--- config.mk ---
export PLATFORM = sky130hd
export DESIGN_NAME = percent_variable_template_tokenizer_flat
export DESIGN_NICKNAME = d
export VERILOG_FILES = /design/src/rtl/pvtt_pkg.sv /design/src/rtl/pvtt_if.sv /design/src/rtl/pvtt_front.sv /design/src/rtl/pvtt_queue.sv /design/src/rtl/pvtt_back.sv /design/src/rtl/percent_variable_template_tokenizer.sv /design/src/flat_wrapper.sv
export SDC_FILE = /design/constraint.sdc
export NUM_CORES = 1
export LEC_CHECK = 0
export ABC_AREA = 1
export BUFFER_PORTS_ARGS = -buffer_cell sky130_fd_sc_hd__buf_4
export CAP_MARGIN = 10
export CORE_UTILIZATION = 45
export CTS_CLUSTER_DIAMETER = 50
export DETAILED_ROUTE_END_ITERATION = 10
export GPL_TIMING_DRIVEN = 0
export SYNTH_ARGS = -nofsm -noshare
export SYNTH_HDL_FRONTEND = slang
export SYNTH_SLANG_ARGS = --single-unit
--- constraint.sdc ---
create_clock -name clk_i -period 6.65 [get_ports clk_i]
set_clock_uncertainty 0.15 [all_clocks]
set_input_delay 0.9975 -clock clk_i [delete_from_list [all_inputs] [get_ports clk_i]]
set_output_delay 0.9975 -clock clk_i [all_outputs]
set_load 0.03 [all_outputs]
--- src/rtl/pvtt_pkg.sv ---
// ----------------------------------------------------------------------------
// pvtt_pkg
// Shared types and constants of the percent variable template tokenizer.
// ----------------------------------------------------------------------------
package pvtt_pkg;

  localparam int unsigned MaxTemplateLenDef = 4096;
  localparam int unsigned QueueDepth        = 4;

  localparam int unsigned CharW     = 8;
  localparam int unsigned KindW     = 2;
  localparam int unsigned SegStartW = 12;
  localparam int unsigned SegLenW   = 13;
  localparam int unsigned ErrCodeW  = 3;

  localparam logic [CharW-1:0] ChPercent   = 8'h25;
  localparam logic [CharW-1:0] ChLParen    = 8'h28;
  localparam logic [CharW-1:0] ChLBracket  = 8'h5B;
  localparam logic [CharW-1:0] ChComma     = 8'h2C;
  localparam logic [CharW-1:0] ChRBracket  = 8'h5D;
  localparam logic [CharW-1:0] ChQuote     = 8'h22;
  localparam logic [CharW-1:0] ChBackslash = 8'h5C;
  localparam logic [CharW-1:0] ChRParen    = 8'h29;

  typedef enum logic [KindW-1:0] {
    KIND_NONE     = 2'd0,
    KIND_LITERAL  = 2'd1,
    KIND_VARIABLE = 2'd2,
    KIND_ERROR    = 2'd3
  } pvtt_kind_e;

  typedef enum logic [ErrCodeW-1:0] {
    ERR_LONE_PERCENT       = 3'd0,
    ERR_NO_BRACKET         = 3'd1,
    ERR_NO_SEPARATOR       = 3'd2,
    ERR_NO_QUOTE           = 3'd3,
    ERR_DANGLING_BACKSLASH = 3'd4,
    ERR_NO_PAREN           = 3'd5,
    ERR_NO_CLOSE           = 3'd6,
    ERR_UNTERMINATED       = 3'd7
  } pvtt_err_e;

  typedef struct packed {
    pvtt_kind_e           kind;
    logic [SegStartW-1:0] start;
    logic [SegLenW-1:0]   length;
    pvtt_err_e            code;
    logic                 done;
    logic                 last;
  } pvtt_result_t;

  // All results caused by one character: one or two.
  typedef struct packed {
    logic         two;
    pvtt_result_t first;
    pvtt_result_t second;
  } pvtt_item_t;

  function automatic logic is_space(logic [CharW-1:0] c);
    return (c == 8'd32) || (c inside {[8'd9:8'd13]});
  endfunction

endpackage

--- src/rtl/pvtt_if.sv ---
// ----------------------------------------------------------------------------
// pvtt_if
// Valid/ready channels for template characters and tokenizer results.
// ----------------------------------------------------------------------------
interface pvtt_in_if
  import pvtt_pkg::*;
();
  logic             valid;
  logic             ready;
  logic [CharW-1:0] char_code;
  logic             end_of_template;

  modport source (output valid, output char_code, output end_of_template, input ready);
  modport sink (input valid, input char_code, input end_of_template, output ready);
endinterface

interface pvtt_out_if
  import pvtt_pkg::*;
();
  logic                 valid;
  logic                 ready;
  logic [KindW-1:0]     event_kind;
  logic [SegStartW-1:0] segment_start;
  logic [SegLenW-1:0]   segment_length;
  logic [ErrCodeW-1:0]  error_code;
  logic                 template_done;
  logic                 last_of_run;

  modport source (
    output valid, output event_kind, output segment_start, output segment_length,
    output error_code, output template_done, output last_of_run, input ready
  );
  modport sink (
    input valid, input event_kind, input segment_start, input segment_length,
    input error_code, input template_done, input last_of_run, output ready
  );
endinterface

--- src/rtl/pvtt_front.sv ---
// ----------------------------------------------------------------------------
// pvtt_front
// Parser front end: takes one character per cycle while its item is taken,
// tracks the parse state and builds the results that the character causes.
// ----------------------------------------------------------------------------
module pvtt_front
  import pvtt_pkg::*;
#(
  parameter int unsigned MaxTemplateLen = MaxTemplateLenDef
) (
  input  logic         clk_i,
  input  logic         rst_ni,
  pvtt_in_if.sink      in_i,
  output logic         item_valid_o,
  output pvtt_item_t   item_o,
  input  logic         item_ready_i
);

  localparam int unsigned PW = $clog2(MaxTemplateLen + 1);
  localparam int unsigned WW = (PW > SegLenW) ? PW : SegLenW;
  localparam logic [PW-1:0] MaxPos  = PW'(MaxTemplateLen);
  localparam logic [PW-1:0] LastPos = PW'(MaxTemplateLen - 1);

  localparam logic [2:0] M_LIT    = 3'd0;
  localparam logic [2:0] M_NAME   = 3'd1;
  localparam logic [2:0] M_ARR    = 3'd2;
  localparam logic [2:0] M_STR0   = 3'd3;
  localparam logic [2:0] M_STR    = 3'd4;
  localparam logic [2:0] M_DELIM  = 3'd5;
  localparam logic [2:0] M_ARGEND = 3'd6;
  localparam logic [2:0] M_VAREND = 3'd7;

  function automatic logic [PW-1:0] sat_sub(logic [PW-1:0] a, logic [PW-1:0] b);
    return (a > b) ? a - b : '0;
  endfunction

  function automatic logic [SegStartW-1:0] fit_start(logic [PW-1:0] s);
    logic [PW-1:0] clipped;
    logic [WW-1:0] w;
    clipped = (s < LastPos) ? s : LastPos;
    w = WW'(clipped);
    return w[SegStartW-1:0];
  endfunction

  function automatic logic [SegLenW-1:0] fit_len(logic [PW-1:0] l);
    logic [WW-1:0] w;
    w = WW'(l);
    return w[SegLenW-1:0];
  endfunction

  logic [2:0]       mode_q, mode_d;
  logic             pct_q, pct_d;
  logic             bsl_q, bsl_d;
  logic             err_q, err_d;
  logic [PW-1:0]    pos_q, pos_d;
  logic [PW-1:0]    begin_q, begin_d;

  logic [CharW-1:0] c;
  logic             eot;
  logic             accept;
  logic [PW-1:0]    p, p_plus1, p_minus1, ll, tl;

  logic             has_a, has_b, err;
  pvtt_kind_e       a_kind;
  logic [PW-1:0]    a_start, a_len;
  pvtt_err_e        ecode;
  logic [PW-1:0]    estart, elen;
  pvtt_result_t     res_a, res_b;

  assign c        = in_i.char_code;
  assign eot      = in_i.end_of_template;
  assign in_i.ready = item_ready_i;
  assign accept   = in_i.valid && item_ready_i;

  assign p        = (pos_q < MaxPos) ? pos_q : LastPos;
  assign p_plus1  = p + 1'b1;
  assign p_minus1 = (p != '0) ? p - 1'b1 : '0;
  assign ll       = sat_sub(p_minus1, begin_q);

  always_comb begin
    mode_d  = mode_q;
    pct_d   = pct_q;
    bsl_d   = bsl_q;
    begin_d = begin_q;
    has_a   = 1'b0;
    a_kind  = KIND_NONE;
    a_start = begin_q;
    a_len   = '0;
    err     = 1'b0;
    ecode   = ERR_LONE_PERCENT;
    estart  = begin_q;
    elen    = sat_sub(p, begin_q);
    tl      = '0;

    if (!err_q) begin
      if (bsl_q) begin
        bsl_d = 1'b0;
      end else if (mode_q == M_LIT) begin
        if (pct_q) begin
          pct_d = 1'b0;
          if (c != ChPercent) begin
            if (ll != '0) begin
              has_a   = 1'b1;
              a_kind  = KIND_LITERAL;
              a_start = begin_q;
              a_len   = ll;
            end
            begin_d = p;
            mode_d  = (c == ChLParen) ? M_ARR : M_NAME;
          end
        end else if (c == ChPercent) begin
          if (eot) begin
            err    = 1'b1;
            ecode  = ERR_LONE_PERCENT;
            estart = p;
            elen   = PW'(1);
          end else begin
            pct_d = 1'b1;
          end
        end
      end else begin
        case (mode_q)
          M_NAME: begin
            if (c == ChPercent) begin
              has_a   = 1'b1;
              a_kind  = KIND_VARIABLE;
              a_start = begin_q;
              a_len   = sat_sub(p, begin_q);
              begin_d = p_plus1;
              mode_d  = M_LIT;
            end else if (c == ChLParen) begin
              mode_d = M_ARR;
            end
          end
          M_ARR: begin
            if (c == ChLBracket) begin
              mode_d = M_STR0;
            end else if (!is_space(c)) begin
              err   = 1'b1;
              ecode = ERR_NO_BRACKET;
            end
          end
          M_DELIM: begin
            if (c == ChComma) begin
              mode_d = M_STR0;
            end else if (c == ChRBracket) begin
              mode_d = M_ARGEND;
            end else if (!is_space(c)) begin
              err   = 1'b1;
              ecode = ERR_NO_SEPARATOR;
            end
          end
          M_STR0: begin
            if (c == ChQuote) begin
              mode_d = M_STR;
            end else if (!is_space(c)) begin
              err   = 1'b1;
              ecode = ERR_NO_QUOTE;
            end
          end
          M_STR: begin
            if (c == ChBackslash) begin
              if (eot) begin
                err   = 1'b1;
                ecode = ERR_DANGLING_BACKSLASH;
              end else begin
                bsl_d = 1'b1;
              end
            end else if (c == ChQuote) begin
              mode_d = M_DELIM;
            end
          end
          M_ARGEND: begin
            if (c == ChRParen) begin
              mode_d = M_VAREND;
            end else if (!is_space(c)) begin
              err   = 1'b1;
              ecode = ERR_NO_PAREN;
            end
          end
          default: begin
            if (c == ChPercent) begin
              has_a   = 1'b1;
              a_kind  = KIND_VARIABLE;
              a_start = begin_q;
              a_len   = sat_sub(p, begin_q);
              begin_d = p_plus1;
              mode_d  = M_LIT;
            end else if (!is_space(c)) begin
              err   = 1'b1;
              ecode = ERR_NO_CLOSE;
            end
          end
        endcase
      end

      if (!err && eot) begin
        if (mode_d != M_LIT) begin
          err    = 1'b1;
          ecode  = ERR_UNTERMINATED;
          estart = begin_d;
          elen   = sat_sub(p_plus1, begin_d);
        end else begin
          tl = sat_sub(p_plus1, begin_d);
        end
      end
    end

    has_b = !err_q && (err || (eot && (tl != '0)));

    res_a.kind   = a_kind;
    res_a.start  = fit_start(a_start);
    res_a.length = fit_len(a_len);
    res_a.code   = ERR_LONE_PERCENT;
    res_a.done   = !has_b && (eot || err);
    res_a.last   = !has_b;

    res_b.kind   = err ? KIND_ERROR : KIND_LITERAL;
    res_b.start  = fit_start(err ? estart : begin_d);
    res_b.length = fit_len(err ? elen : tl);
    res_b.code   = err ? ecode : ERR_LONE_PERCENT;
    res_b.done   = 1'b1;
    res_b.last   = 1'b1;

    err_d = err_q | err;
    pos_d = (pos_q < MaxPos) ? pos_q + 1'b1 : pos_q;
    if (eot) begin
      mode_d  = M_LIT;
      pct_d   = 1'b0;
      bsl_d   = 1'b0;
      err_d   = 1'b0;
      pos_d   = '0;
      begin_d = '0;
    end
  end

  assign item_valid_o = in_i.valid && (has_a || has_b);
  assign item_o.two    = has_a && has_b;
  assign item_o.first  = has_a ? res_a : res_b;
  assign item_o.second = res_b;

  always_ff @(posedge clk_i or negedge rst_ni) begin
    if (!rst_ni) begin
      mode_q  <= M_LIT;
      pct_q   <= 1'b0;
      bsl_q   <= 1'b0;
      err_q   <= 1'b0;
      pos_q   <= '0;
      begin_q <= '0;
    end else if (accept) begin
      mode_q  <= mode_d;
      pct_q   <= pct_d;
      bsl_q   <= bsl_d;
      err_q   <= err_d;
      pos_q   <= pos_d;
      begin_q <= begin_d;
    end
  end

endmodule

--- src/rtl/pvtt_queue.sv ---
// ----------------------------------------------------------------------------
// pvtt_queue
// Short first-in first-out queue of result groups between front and back.
// ----------------------------------------------------------------------------
module pvtt_queue
  import pvtt_pkg::*;
(
  input  logic       clk_i,
  input  logic       rst_ni,
  input  logic       wr_valid_i,
  input  pvtt_item_t wr_item_i,
  output logic       wr_ready_o,
  output logic       rd_valid_o,
  output pvtt_item_t rd_item_o,
  input  logic       rd_pop_i
);

  localparam int unsigned AW = $clog2(QueueDepth);
  localparam int unsigned CW = $clog2(QueueDepth + 1);

  pvtt_item_t    mem_q [QueueDepth];
  logic [AW-1:0] wr_ptr_q, rd_ptr_q;
  logic [CW-1:0] count_q;
  logic          push, pop;

  assign wr_ready_o = (count_q != CW'(QueueDepth));
  assign rd_valid_o = (count_q != '0);
  assign rd_item_o  = mem_q[rd_ptr_q];
  assign push       = wr_valid_i && wr_ready_o;
  assign pop        = rd_pop_i && rd_valid_o;

  always_ff @(posedge clk_i) begin
    if (push) begin
      mem_q[wr_ptr_q] <= wr_item_i;
    end
  end

  always_ff @(posedge clk_i or negedge rst_ni) begin
    if (!rst_ni) begin
      wr_ptr_q <= '0;
      rd_ptr_q <= '0;
      count_q  <= '0;
    end else begin
      if (push) begin
        wr_ptr_q <= wr_ptr_q + 1'b1;
      end
      if (pop) begin
        rd_ptr_q <= rd_ptr_q + 1'b1;
      end
      if (push && !pop) begin
        count_q <= count_q + 1'b1;
      end else if (pop && !push) begin
        count_q <= count_q - 1'b1;
      end
    end
  end

endmodule

--- src/rtl/pvtt_back.sv ---
// ----------------------------------------------------------------------------
// pvtt_back
// Output stage: splits each result group into words and holds the current
// word in an output register until it is taken.
// ----------------------------------------------------------------------------
module pvtt_back
  import pvtt_pkg::*;
(
  input  logic        clk_i,
  input  logic        rst_ni,
  input  logic        item_valid_i,
  input  pvtt_item_t  item_i,
  output logic        item_pop_o,
  pvtt_out_if.source  out_o
);

  logic         valid_q, valid_d;
  logic         half_q, half_d;
  pvtt_result_t res_q, res_d;
  logic         load;

  assign load = !valid_q || out_o.ready;

  always_comb begin
    valid_d    = valid_q;
    half_d     = half_q;
    res_d      = res_q;
    item_pop_o = 1'b0;
    if (load) begin
      valid_d = item_valid_i;
      if (item_valid_i) begin
        res_d = half_q ? item_i.second : item_i.first;
        if (item_i.two && !half_q) begin
          half_d = 1'b1;
        end else begin
          half_d     = 1'b0;
          item_pop_o = 1'b1;
        end
      end
    end
  end

  always_ff @(posedge clk_i or negedge rst_ni) begin
    if (!rst_ni) begin
      valid_q <= 1'b0;
      half_q  <= 1'b0;
    end else begin
      valid_q <= valid_d;
      half_q  <= half_d;
    end
  end

  always_ff @(posedge clk_i) begin
    res_q <= res_d;
  end

  assign out_o.valid          = valid_q;
  assign out_o.event_kind     = res_q.kind;
  assign out_o.segment_start  = res_q.start;
  assign out_o.segment_length = res_q.length;
  assign out_o.error_code     = res_q.code;
  assign out_o.template_done  = res_q.done;
  assign out_o.last_of_run    = res_q.last;

endmodule

--- src/rtl/percent_variable_template_tokenizer.sv ---
// ----------------------------------------------------------------------------
// percent_variable_template_tokenizer
// Splits a header template into literal and percent variable segments.
// ----------------------------------------------------------------------------
// The block takes one template character per cycle and reports each literal
// segment, each %NAME% or %NAME(["arg",...])% segment and the first syntax
// error of a template as a word carrying a start position and a raw length.
// Most characters cause no word or one word; a character that causes two
// words holds the output register for both in turn, and a four-entry queue
// between the parser and the output stage absorbs that and any output stall,
// so input is accepted every cycle while the queue has room. A word passes
// through the queue and then the output register before it reaches the output.
module percent_variable_template_tokenizer
  import pvtt_pkg::*;
#(
  parameter int unsigned MaxTemplateLen = MaxTemplateLenDef
) (
  input  logic       clk_i,
  input  logic       rst_ni,
  pvtt_in_if.sink    in_i,
  pvtt_out_if.source out_o
);

  logic       wr_valid, wr_ready, rd_valid, rd_pop;
  pvtt_item_t wr_item, rd_item;

  pvtt_front #(
    .MaxTemplateLen(MaxTemplateLen)
  ) u_front (
    .clk_i        (clk_i),
    .rst_ni       (rst_ni),
    .in_i         (in_i),
    .item_valid_o (wr_valid),
    .item_o       (wr_item),
    .item_ready_i (wr_ready)
  );

  pvtt_queue u_queue (
    .clk_i      (clk_i),
    .rst_ni     (rst_ni),
    .wr_valid_i (wr_valid),
    .wr_item_i  (wr_item),
    .wr_ready_o (wr_ready),
    .rd_valid_o (rd_valid),
    .rd_item_o  (rd_item),
    .rd_pop_i   (rd_pop)
  );

  pvtt_back u_back (
    .clk_i        (clk_i),
    .rst_ni       (rst_ni),
    .item_valid_i (rd_valid),
    .item_i       (rd_item),
    .item_pop_o   (rd_pop),
    .out_o        (out_o)
  );

endmodule

--- src/flat_wrapper.sv ---
// flat-port wrapper written by rule: the top's interface ports become plain ports
module percent_variable_template_tokenizer_flat import pvtt_pkg::*;
#(
  parameter int unsigned MaxTemplateLen = MaxTemplateLenDef
)
  (clk_i, rst_ni, in_i_valid, in_i_char_code, in_i_end_of_template, in_i_ready, out_o_valid, out_o_event_kind, out_o_segment_start, out_o_segment_length, out_o_error_code, out_o_template_done, out_o_last_of_run, out_o_ready);
  pvtt_in_if in_i_i ();
  pvtt_out_if out_o_i ();
  input  logic clk_i;
  input  logic rst_ni;
  input wire logic [$bits(in_i_i.valid)-1:0] in_i_valid;
  input wire logic [$bits(in_i_i.char_code)-1:0] in_i_char_code;
  input wire logic [$bits(in_i_i.end_of_template)-1:0] in_i_end_of_template;
  output wire logic [$bits(in_i_i.ready)-1:0] in_i_ready;
  output wire logic [$bits(out_o_i.valid)-1:0] out_o_valid;
  output wire logic [$bits(out_o_i.event_kind)-1:0] out_o_event_kind;
  output wire logic [$bits(out_o_i.segment_start)-1:0] out_o_segment_start;
  output wire logic [$bits(out_o_i.segment_length)-1:0] out_o_segment_length;
  output wire logic [$bits(out_o_i.error_code)-1:0] out_o_error_code;
  output wire logic [$bits(out_o_i.template_done)-1:0] out_o_template_done;
  output wire logic [$bits(out_o_i.last_of_run)-1:0] out_o_last_of_run;
  input wire logic [$bits(out_o_i.ready)-1:0] out_o_ready;
  assign in_i_i.valid = in_i_valid;
  assign in_i_i.char_code = in_i_char_code;
  assign in_i_i.end_of_template = in_i_end_of_template;
  assign in_i_ready = in_i_i.ready;
  assign out_o_valid = out_o_i.valid;
  assign out_o_event_kind = out_o_i.event_kind;
  assign out_o_segment_start = out_o_i.segment_start;
  assign out_o_segment_length = out_o_i.segment_length;
  assign out_o_error_code = out_o_i.error_code;
  assign out_o_template_done = out_o_i.template_done;
  assign out_o_last_of_run = out_o_i.last_of_run;
  assign out_o_i.ready = out_o_ready;
  percent_variable_template_tokenizer #(.MaxTemplateLen(MaxTemplateLen)) u_core (.clk_i(clk_i), .rst_ni(rst_ni), .in_i(in_i_i), .out_o(out_o_i));
endmodule
# [After elaboration in Yosys (flattened, before gate mapping)]
# Memory sizes are Yosys's and may differ from the RTL's.
# Index checks and enable logic that the tools add are counted.
[totals] ram_bits=252 regBits=73 n_memories=1 word_cells=238
[classes] n_lt_le_gt_ge=8 reduce_logical=39 add_sub_neg=10 n_eq_ne=19 bitwise=1 muxes=143
[memory_table] memory="u_core.u_queue.mem_q" words=4 word_bits=63 rd=1 rd_clocked_by_memory_dff=0 wr=1 line="pvtt_queue.sv:21" source="pvtt_item_t mem_q [QueueDepth];"
[ops] cell="two-way mux 13 bit" n=45
[ops] cell="two-way mux 3 bit" n=31
[ops] cell="two-way mux 32 bit" n=2
[ops] cell="equality test 8 x 6 -> 1 bit, second input constant" n=6
[ops] cell="two-way mux 1 bit" n=48
[ops] cell="greater-than comparator 13 bit" n=3
[ops] cell="nonzero test 13 bit" n=3
[ops] cell="subtractor 13 bit" n=3
[ops] cell="case mux 3 bit (6 select lines)" n=2
[ops] cell="adder 13 x 1 -> 13 bit, second input constant" n=2
[ops] cell="< comparator 13 x 12 -> 1 bit, second input constant" n=2
[ops] cell="equality test 8 x 7 -> 1 bit, second input constant" n=3
[ops] cell="two-way mux 12 bit" n=2
[ops] cell="two-way mux 2 bit" n=12
[ops] cell="logical AND 1 bit" n=13
[ops] cell="< comparator 13 bit, second input constant" n=1
[ops] cell="subtractor 13 x 1 -> 13 bit, second input constant" n=1
[ops] cell="equality test 3 bit, second input constant" n=3
[ops] cell="greater-or-equal comparator 8 x 4 -> 1 bit, second input constant" n=1
[ops] cell="<= comparator 8 x 4 -> 1 bit, second input constant" n=1
[ops] cell="!= test 8 x 6 -> 1 bit, second input constant" n=1
[ops] cell="logical NOT 1 bit" n=7
[ops] cell="equality test 3 x 2 -> 1 bit, second input constant" n=2
[ops] cell="case mux 1 bit (6 select lines)" n=1
[ops] cell="other kinds (14)" n=25

# [Longest topological paths before layout]
# Gate-level depths: netlist of the first run.
[depth] ltp_word=25 mapped_depth=35 depth_no_buf=35

# [Modules after synthesis]
# A second synthesis of the first run with hierarchy kept.
[hier_totals] hier_cells=2208 hier_area_um2=19160.9
[modules_own_cells] mod="pvtt_queue" area_per_inst_um2=10672.7 cells_each=818 seq_area_each_um2=7982.7 n_inst=1
[modules_own_cells] mod="pvtt_front" area_per_inst_um2=6969.2 cells_each=1242 seq_area_each_um2=800.8 n_inst=1
[modules_own_cells] mod="pvtt_back" area_per_inst_um2=1519.0 cells_each=148 seq_area_each_um2=1011.0 n_inst=1

# [Least setup slack after synthesis of the first run]
# No wires, ideal clock.
[synth_path] path_kind="reg-to-reg" startpoint="register u_core.u_front.pos_q[12]" endpoint="memory u_core.u_queue.mem_q[0][0] (netlist name) (enable)" path_buffers=2 setup_time_ps=482 path_stages_with_launch=29 synth_period_minus_slack_ps=7330 t_arrival_ps=6698 slack_ps=-680 path_cell_list="dfrtp_1 > buf_2 > inv_1 > nand2_1 > inv_1 > ha_1 > inv_1 > nor3_1 > nand3_1 > nor3_1 > nand3_1 > o21ai_0 > inv_1 > ha_1 > nand3_1 > nand2_1 > a21oi_1 > o21ai_0 > nand2_1 > a21oi_2 > buf_2 > nand3_1 > nand3_1 > nor2_1 > nand2_1 > a21oi_2 > nand4_1 > nand2_1 > nor2_1"
[synth_via] elab_chain_cells=22 elab_cells_between_ends=38 classes_between="add/sub (4); order compare (3); mux (22); reduce/logical (9)"
[synth_lines] element="start, declared" line="pvtt_front.sv:55" source="logic [PW-1:0] pos_q, pos_d;"
[synth_lines] element="start signal, assigned" line="pvtt_front.sv:255" source="pos_q <= pos_d;"
[synth_lines] element="< comparator 13 bit" line="pvtt_front.sv:75" source="assign p = (pos_q < MaxPos) ? pos_q : LastPos;"
[synth_lines] element="two-way mux 13 bit *" line="pvtt_front.sv:75"
[synth_lines] element="adder 13 x 1 -> 13 bit" line="pvtt_front.sv:76" source="assign p_plus1 = p + 1'b1;"
[synth_lines] element="two-way mux 13 bit" line="pvtt_front.sv:124, pvtt_front.sv:182"
[synth_lines] element="two-way mux 13 bit"
[synth_lines] element="two-way mux 13 bit" line="pvtt_front.sv:98" source="end else if (mode_q == M_LIT) begin"
[synth_lines] element="two-way mux 13 bit" line="pvtt_front.sv:96" source="if (bsl_q) begin"
[synth_lines] element="two-way mux 13 bit" line="pvtt_front.sv:95" source="if (!err_q) begin"
[synth_lines] element="[6 not listed]"
[synth_lines] element="logical AND 1 bit" line="pvtt_front.sv:209" source="has_b = !err_q && (err || (eot && (tl != '0)));"
[synth_lines] element="logical OR 1 bit" line="pvtt_front.sv:209"
[synth_lines] element="logical AND 1 bit" line="pvtt_front.sv:209"
[synth_lines] element="logical OR 1 bit *" line="pvtt_front.sv:237" source="assign item_valid_o = in_i.valid && (has_a || has_b);"
[synth_lines] element="logical AND 1 bit *" line="pvtt_front.sv:237"
[synth_lines] element="logical AND 1 bit *" line="pvtt_queue.sv:29" source="assign push = wr_valid_i && wr_ready_o;"
[synth_lines] element="two-way mux 1 bit *" line="pvtt_queue.sv:33" source="if (push) begin"
[synth_lines] element="two-way mux 1 bit (implied by the code) *" line="pvtt_queue.sv:34" source="mem_q[wr_ptr_q] <= wr_item_i;"
[synth_lines] element="end, declared" line="pvtt_queue.sv:21"
# Mark *: on every way between the ends. The rest lies on a longest branch, timed or not. The select of a mux whose other input is x is not followed.

# [Final worst setup path of the first run]
[layout_path] startpoint="register u_core.u_front.pos_q[12]" endpoint="register u_core.u_queue.count_q[1]"
[layout_via] elab_chain_cells=23 elab_cells_between_ends=41 classes_between="add/sub (4); order compare (3); mux (21); reduce/logical (13)"
[layout_lines] element="< comparator 13 bit" line="pvtt_front.sv:75"
[layout_lines] element="two-way mux 13 bit *" line="pvtt_front.sv:75"
[layout_lines] element="adder 13 x 1 -> 13 bit" line="pvtt_front.sv:76"
[layout_lines] element="two-way mux 13 bit" line="pvtt_front.sv:124, pvtt_front.sv:182"
[layout_lines] element="two-way mux 13 bit"
[layout_lines] element="two-way mux 13 bit" line="pvtt_front.sv:98"
[layout_lines] element="two-way mux 13 bit" line="pvtt_front.sv:96"
[layout_lines] element="two-way mux 13 bit" line="pvtt_front.sv:95"
[layout_lines] element="[8 not listed]"
[layout_lines] element="logical AND 1 bit" line="pvtt_front.sv:209"
[layout_lines] element="logical OR 1 bit *" line="pvtt_front.sv:237"
[layout_lines] element="logical AND 1 bit *" line="pvtt_front.sv:237"
[layout_lines] element="logical AND 1 bit *" line="pvtt_queue.sv:29"
[layout_lines] element="named net u_core.u_queue.push" line="pvtt_queue.sv:24" source="logic push, pop;"
[layout_lines] element="logical NOT 1 bit" line="pvtt_queue.sv:52" source="end else if (pop && !push) begin"
[layout_lines] element="logical AND 1 bit" line="pvtt_queue.sv:52"
[layout_lines] element="nonzero test 2 bit (no line)"
[layout_lines] element="end signal, assigned" line="pvtt_queue.sv:51" source="count_q <= count_q + 1'b1;"
[layout_lines] element="end signal, assigned" line="pvtt_queue.sv:53" source="count_q <= count_q - 1'b1;"
[layout_lines] element="end, declared" line="pvtt_queue.sv:23" source="logic [CW-1:0] count_q;"
# Mark *: on every way through the listed nets, which the timed path passes. The rest lies on a longest branch. The select of a mux whose other input is x is not followed.
# A chain may end at the register's enable or synchronous reset.

==> results of run 1 <==
## logic make-up (layout without fill, tap and decap cells)
logic type | Yosys count | after routing
other | 1 | 1
adders and majority gates | 53 | 53
AOI/OAI and AO/OA | 444 | 444
xor gates and xnor gates | 34 | 34
and+or+nand+nor | 860 | 861
buffers and inverters | 262 | 395
DFF | 321 | 321
muxes | 2 | 2
## path summary, 6_finish.rpt
path,startpoint,to,slack [ns],cells past startpoint
setup / recovery,u_core.u_front.pos_q[12],u_core.u_queue.count_q[1],0.39,33
hold / removal,rst_ni,u_core.u_front.begin_q[12],0.34,1
setup reg to reg,u_core.u_front.pos_q[12],u_core.u_queue.count_q[1],0.39,33
hold reg to reg,u_core.u_queue.count_q[2],u_core.u_queue.count_q[2],0.35,1
max in group asynchronous,rst_ni,u_core.u_front.pos_q[4],5.51,1
min in group clk_i,u_core.u_queue.count_q[2],u_core.u_queue.count_q[2],0.35,1
## repair_timing
item,in CTS,in global routing
setup buffers,3,3
cloned,1,0
endpoints found under the setup margin,247,310
pin swaps,3,2
resized for setup,4,15
## sequential cells by signal (all words and copies together), names as in the netlist, 2 cells and up
register,count
u_core.u_queue.mem_q,248
u_core.u_back.out_o.segment_start,12
u_core.u_queue.count_q,3
u_core.u_queue.rd_ptr_q,2
u_core.u_queue.wr_ptr_q,2
u_core.u_front.pos_q,13
u_core.u_front.begin_q,13
u_core.u_front.mode_q,3
u_core.u_back.out_o.error_code,3
u_core.u_back.out_o.event_kind,2
u_core.u_back.out_o.segment_length,13
## cells in the final DEF (no fill, tap or decap), types with 7 or more instances in the layout
cell type and n:
o21ai_0 229, nor2_4 8, nor2_1 357, inv_2 10, dfrtp_1 41, xor2_1 25, a22oi_1 7, nor3_1 23
or2_2 7, nor2_2 9, inv_1 166, a31oi_1 32, nor3_2 7, xnor2_1 9, clkbuf_1 64, edfxtp_1 280
o211ai_1 11, nand3_2 12, buf_2 10, nand4_1 21, o21ai_1 8, ha_1 49, clkbuf_16 42, clkinv_1 10
o22ai_1 43, nand3_1 87, nand2_1 310, buf_12 9, buf_4 56, a21oi_1 74
## per-layer routing
layer | global-route usage, % | part of all wire (%) | wire, um
met1 | 40.9 | 45 | 26000
met2 | 47.7 | 46 | 26500
met3 | 4.27 | 5.7 | 3270
met4 | 9.58 | 3.0 | 1700
met5 | 0 | 0 | 0
## stage by stage
step           setup TNS (ns)  setup slack (ns)
6_report                    0             0.388
3_5_place_dp           -57.29            -0.589
5_1_grt               -0.0112          -0.00898
2_1_floorplan         -168.66            -0.680
4_1_cts               -0.0299           -0.0299
3_3_place_gp         -1024.05             -4.29
## power breakdown
part           leakage [nW]  internal, mW  total [mW]  switching [mW]
clock network         0.638          1.25        2.14           0.881
registers              3.15          3.12        3.28           0.164
logic                  4.59          1.46        4.82            3.37
## final cells by class
cell class,count,area share [%]
well taps,518,3.19
clock inverters,26,1.11
flip-flops and latches,321,46.5
clock buffers,46,5.30
multi-input cells,1395,35.9
inverters,179,3.31
plain buffers,83,1.82
repair buffers,61,2.81
## cells in the mapped netlist, types with 5 or more instances
cell	instances	area, um2
clkbuf_1	61	229
ha_1	49	613
nor2_2	6	37.5
nor2_1	364	1370
o211ai_1	11	82.6
nand2_1	312	1170
a21oi_2	5	43.8
edfxtp_1	280	8410
dfrtp_1	41	1030
nand4_1	21	131
a31oi_1	32	200
o21ai_0	233	1170
xnor2_1	9	78.8
o22ai_1	43	269
nand3_2	11	110
buf_2	10	50.1
inv_2	10	37.5
or2_2	7	43.8
o21a_1	5	37.5
nand3_1	88	440
a21oi_1	75	375
inv_1	166	623
nor3_1	29	145
xor2_1	25	219
a22oi_1	7	52.6
## worst reg2reg max path: cells and delay by family, from the launching register on
kind,cells,cell delay (ns)
and+or+nand+nor,12,1.74
DFF,1,0.35
adders and majority gates,4,1.09
buffers and inverters,10,1.36
AOI/OAI and AO/OA,6,1.19
muxes,1,0.26
==> reports/qor.yml, run 1 <==
timing:
  worst_slew_pin_slew_ns: 0.867
  finalSetupViolCount: 0
  hold-worst-slack_ns: 0.336
  final_hold_viol_count: 0
  finalCritPeriodShare_pct: 94.2
  rsz0062_at_grt: "yes"
  relSlewSlack_pct: 41.6
  fmaxAchievable_ghz: 0.160
  maxSlewViolCount: 0
  period_needed_ns: 6.26
finish:
  final_area_um2: 20300
  area_growth_pct: 14.9
  multi_input_area_um2: 7290
  seq_area_um2: 9430
  stdcell_count: 2629
  nNetsFinal: 2148
  fillers: 3602
  drive_gt1_share_pct: 10.3
  diodes: 0
  fin_util_pct: 52.5
worst_setup_path:
  worst_path_most_repeated_cell: "inv_1"
  cp_slowest_stage_delay_ns: 0.40
  crit_fanout: 10
  critPathKind: "register to register"
  cp-end-kind: "register"
  arrival_ns: 6.54
  cp.required_ns: 6.93
  crit_family: "simple AND/OR/NAND/NOR gates"
  critPathBufInv: 10
  startpoint_type: "register"
  cpMaxStageDelayCell: "fa_1"
min_path:
  hold_path_class: "primary input to async pin"
synthesis:
  synth_compound_area_share_pct: 14.2
  synth_top_family_by_area: "simple AND/OR/NAND/NOR gates"
  synthCells: 1977
  synth-async-reset-ratio_pct: 12.8
  synth-simple-area-share_pct: 20.7
  synth_fa_ha_area_share_pct: 3.93
  yosysWarnings: 0
  ys_types: 59
  synthesis.area_um2: 17700
  synth_mux_area_share_pct: 0.120
  synth-edff-count: 280
  syn-num-nets: 2043
  postSynthAreaPerCell_um2: 8.93
  synthXorXnorAreaFrac_pct: 1.69
  synth_ff_type: "edfxtp_1"
  synth-seq-cells: 321
  ys_seq_area_share_pct: 53.4
clocking:
  htree_levels: 2
  clk_latency_ns: 0.56
  cts_sinks: 321
  cts_hold_buffers: 0
  clkTransAtPathRegs_ns: 0.05
  cts_buffer_depth: 3
  cts_buffers: 41
  cts-root-buf: "clkbuf_16"
  cts_tree: "yes"
global_route:
  grt_max_degree: 42
  grt_usage_pct: 29.5
  grt_pass1_vias: 13985
  antenna_found_initial: 0
  grt_overflow: 0
  grt_pass1_wl_mm: 86.4
routing:
  wl_per_cell_um: 21.9
  drc: 0
  num_vias: 14797
  first_pass_iters: 5
  drt_iter0_markers: 1169
  postRouteAntennaNets: 0
  wirelength_mm: 57.5
  via_per_inst: 5.63
placed_design:
  portBuffers: 46
  placed_area_um2: 18900
  dpl.cell_count: 2550
  dp_hpwl_mm: 42.5
  finalWeightedCongestion: 1.01
die:
  die_h_um: 200
  dieArea_um2: 40000
  num_io_pins: 47
  chipWidth_um: 200
  num_rows: 72
  core_region_area_um2: 38600
  initial_core_util_pct: 45.7
run:
  drv_cap: 0
pwr:
  power_mw: 10.2
  power_leakage_nw: 8.37
  peakVddDrop_mv: 0.394
  p_per_area_nw_per_um2: 505
outcome:
  status: "completed"
No activity file was read; power rests on OpenSTA's default activity.
==> inputs of run 2 (changes only) <==
--- a/config.mk
+++ b/config.mk
@@ -12,6 +12,7 @@
 export CTS_CLUSTER_DIAMETER = 50
 export DETAILED_ROUTE_END_ITERATION = 10
 export GPL_TIMING_DRIVEN = 0
+export PLACE_DENSITY = 0.72
 export SYNTH_ARGS = -nofsm -noshare
 export SYNTH_HDL_FRONTEND = slang
 export SYNTH_SLANG_ARGS = --single-unit
==> run 2 against run 1 <==
Cell area increased by 0.16%; global-route usage decreased by 0.82 points; die area unchanged; largest power group unchanged; routed wire length decreased by 2.1%; count of clock-buffer cells in the layout increased by 1.
==> reports/qor.yml, run 2 (synthesized netlist as in run 1, its figures left out) <==
outcome:
  status: "completed"
finish:
  fin_util_pct: 52.6  # +0.084 points
  final_area_um2: 20300  # +0.16%
  stdcell_count: 2634  # +0.19%
  final_cell_mix: "nor2_1 (357), nand2_1 (310), edfxtp_1 (280), o21ai_0 (231), inv_1 (166)"
  nNetsFinal: 2154  # +0.28%
  area_growth_pct: 15.1
  drive_gt1_share_pct: 10.4  # +0.16 points
  diodes: 0  # unchanged
  top_register: "u_core.u_queue.mem_q"
  final_common_cell: "nor2_1"
  largest_reg_flops: 248  # unchanged
pwr:
  combPwrFrac_pct: 47.7  # +0.6 points
  peakVddDrop_mv: 0.242  # -38%
  switching_share_pct: 43.3  # +0.17 points
  p_seq_share_pct: 32.2  # +0.2 points
  power_mw: 10.2  # about the same
  power_leakage_nw: 8.39  # +0.23%
  p_per_area_nw_per_um2: 504  # -0.17%
  internal-power_mw: 5.81  # -0.31%
  p_switching_mw: 4.43  # +0.37%
  clkPwrFrac_pct: 20.1  # -0.8 points
routing:
  wl_per_cell_um: 21.4  # -2.3%
  num_vias: 15185  # +2.6%
  first_pass_iters: 8  # +3
  drc: 0  # unchanged
  via_per_inst: 5.76  # +2.4%
  postRouteAntennaNets: 0  # unchanged
  drt_iter0_markers: 1521  # +30%
  wirelength_mm: 56.3  # -2.1%
timing:
  fmaxAchievable_ghz: 0.160  # -0.11%
  worst_slew_pin_slew_ns: 0.841  # -0.0259 ns
  rsz0062_at_grt: "no"
  finalSetupViolCount: 0  # unchanged
  worst_slack_ns: 0.381  # -0.00683 ns
  hold-worst-slack_ns: 0.303  # -0.0331 ns
  relSlewSlack_pct: 43.4  # +1.7 points
  maxSlewViolCount: 0  # unchanged
  finalCritPeriodShare_pct: 94.3  # +0.10 points
  final_hold_viol_count: 0  # unchanged
  setup_tns_ns: 0  # unchanged
  period_needed_ns: 6.27  # +0.00683 ns
worst_setup_path:
  r2r_setup_slack_ns: 0.38  # about the same
  r2r_end: "u_core.u_queue.count_q[1]"
  arrival_ns: 6.56  # +0.02 ns
  worst_path_most_repeated_cell: "inv_1"
  cp.required_ns: 6.94  # about the same
  critPathKind: "register to register"
  r2r_cells: 29  # -12%
  cp-startpoint: "u_core.u_front.pos_q[12]"
  cp-end-kind: "register"
  cp_slowest_stage_delay_ns: 0.46  # +0.06 ns
  critPathBufInv: 7  # -3
  crit_fanout: 10  # unchanged
  crit_family: "simple AND/OR/NAND/NOR gates"
  cpMaxStageDelayCell: "nor3_1"
  startpoint_type: "register"
  r2r-start: "u_core.u_front.pos_q[12]"
run:
  drv_cap: 0  # unchanged
clocking:
  cts_buffers: 39  # -4.9%
  cts_buffer_depth: 3  # unchanged
  clk_latency_ns: 0.57  # about the same
  htree_levels: 2  # unchanged
  clkTransAtPathRegs_ns: 0.05  # about the same
  cts_hold_buffers: 0  # unchanged
  cts-root-buf: "clkbuf_16"
  cts_sinks: 321  # unchanged
  cts_tree: "yes"
die:
  num_io_pins: 47  # unchanged
  chipWidth_um: 200  # unchanged
  num_rows: 72  # unchanged
  core_region_area_um2: 38600  # unchanged
  die_h_um: 200  # unchanged
  dieArea_um2: 40000  # unchanged
  initial_core_util_pct: 45.7  # unchanged
placed_design:
  placed_area_um2: 18900  # +0.27%
  post-place-ws_ns: -0.624  # -0.0343 ns
  dp_hpwl_mm: 40.4  # -4.9%
  finalWeightedCongestion: 1.05  # +4.0%
  portBuffers: 46  # unchanged
  dpl.cell_count: 2551  # +0.039%
global_route:
  grt_usage_pct: 28.7  # -0.82 points
  grt_pass1_wl_mm: 85.4  # -1.1%
  grt_overflow: 0  # unchanged
  grt_max_degree: 42  # unchanged
  antenna_found_initial: 0  # unchanged
  grt_pass1_vias: 14671  # +4.9%
min_path:
  hold_path_class: "primary input to async pin"
## run 2: changes by cell type in the layout (fill, tap and decap cells not counted), sizes merged
cell,previous run,this run
buf,83,89
bufinv,2,1
clkbuf,107,108
clkinv,19,12
clkinvlp,2,1
inv,182,187
nor2,375,377
## run 2: power by group through the flow
stage / Clock (mW) / Combinational, mW / Sequential (mW)
floorplan: 0 / 2.79 / 3.55
global placement: 0 / 4.37 / 3.41
detailed placement: 0 / 4.63 / 3.33
CTS: 2.08 / 4.73 / 3.29
global route: 2.16 / 5.35 / 3.36
finish: 2.06 / 4.89 / 3.30
## run 2: how the worst max path moves through the flow
stage	cells after the start	to	slack, ns
global route	31	u_core.u_queue.count_q[1]	0.02
global placement	26	u_core.u_queue.mem_q[0][47]	-3.98
floorplan	28	u_core.u_queue.mem_q[0][0]	-0.68
finish	29	u_core.u_queue.count_q[1]	0.38
detailed placement	28	u_core.u_queue.mem_q[0][48]	-0.62
CTS	34	u_core.u_queue.count_q[2]	0.04
## run 2: layer usage
| layer | vias to the layer above | global-route usage, % | wire (um) | share of wire, % |
|---|---|---|---|---|
| li1 | 7052 | - | - | - |
| met1 | 7301 | 37.5 | 22800 | 41 |
| met2 | 684 | 46.4 | 26200 | 47 |
| met3 | 148 | 4.35 | 4560 | 8.1 |
| met4 | 0 | 14.9 | 2710 | 4.8 |
| met5 | - | 0 | 0 | 0 |
## run 2: repair_timing
action,4_1_cts,5_1_grt
pin swaps,4,2
setup endpoints to repair,236,136
gates resized for setup,6,9
setup buffers,5,6
cloned,3,0
## run 2: layout make-up
| cell class | instances | area (um2) |
|---|---|---|
| Sequential cell | 321 | 9430 |
| Fill cell | 3518 | 18300 |
| Clock inverter | 22 | 206 |
| Timing Repair Buffer | 67 | 658 |
| Tap cell | 518 | 648 |
| Multi-Input combinational cell | 1397 | 7290 |
| Clock buffer | 47 | 1040 |
| Inverter | 179 | 672 |
| Buffer | 83 | 369 |
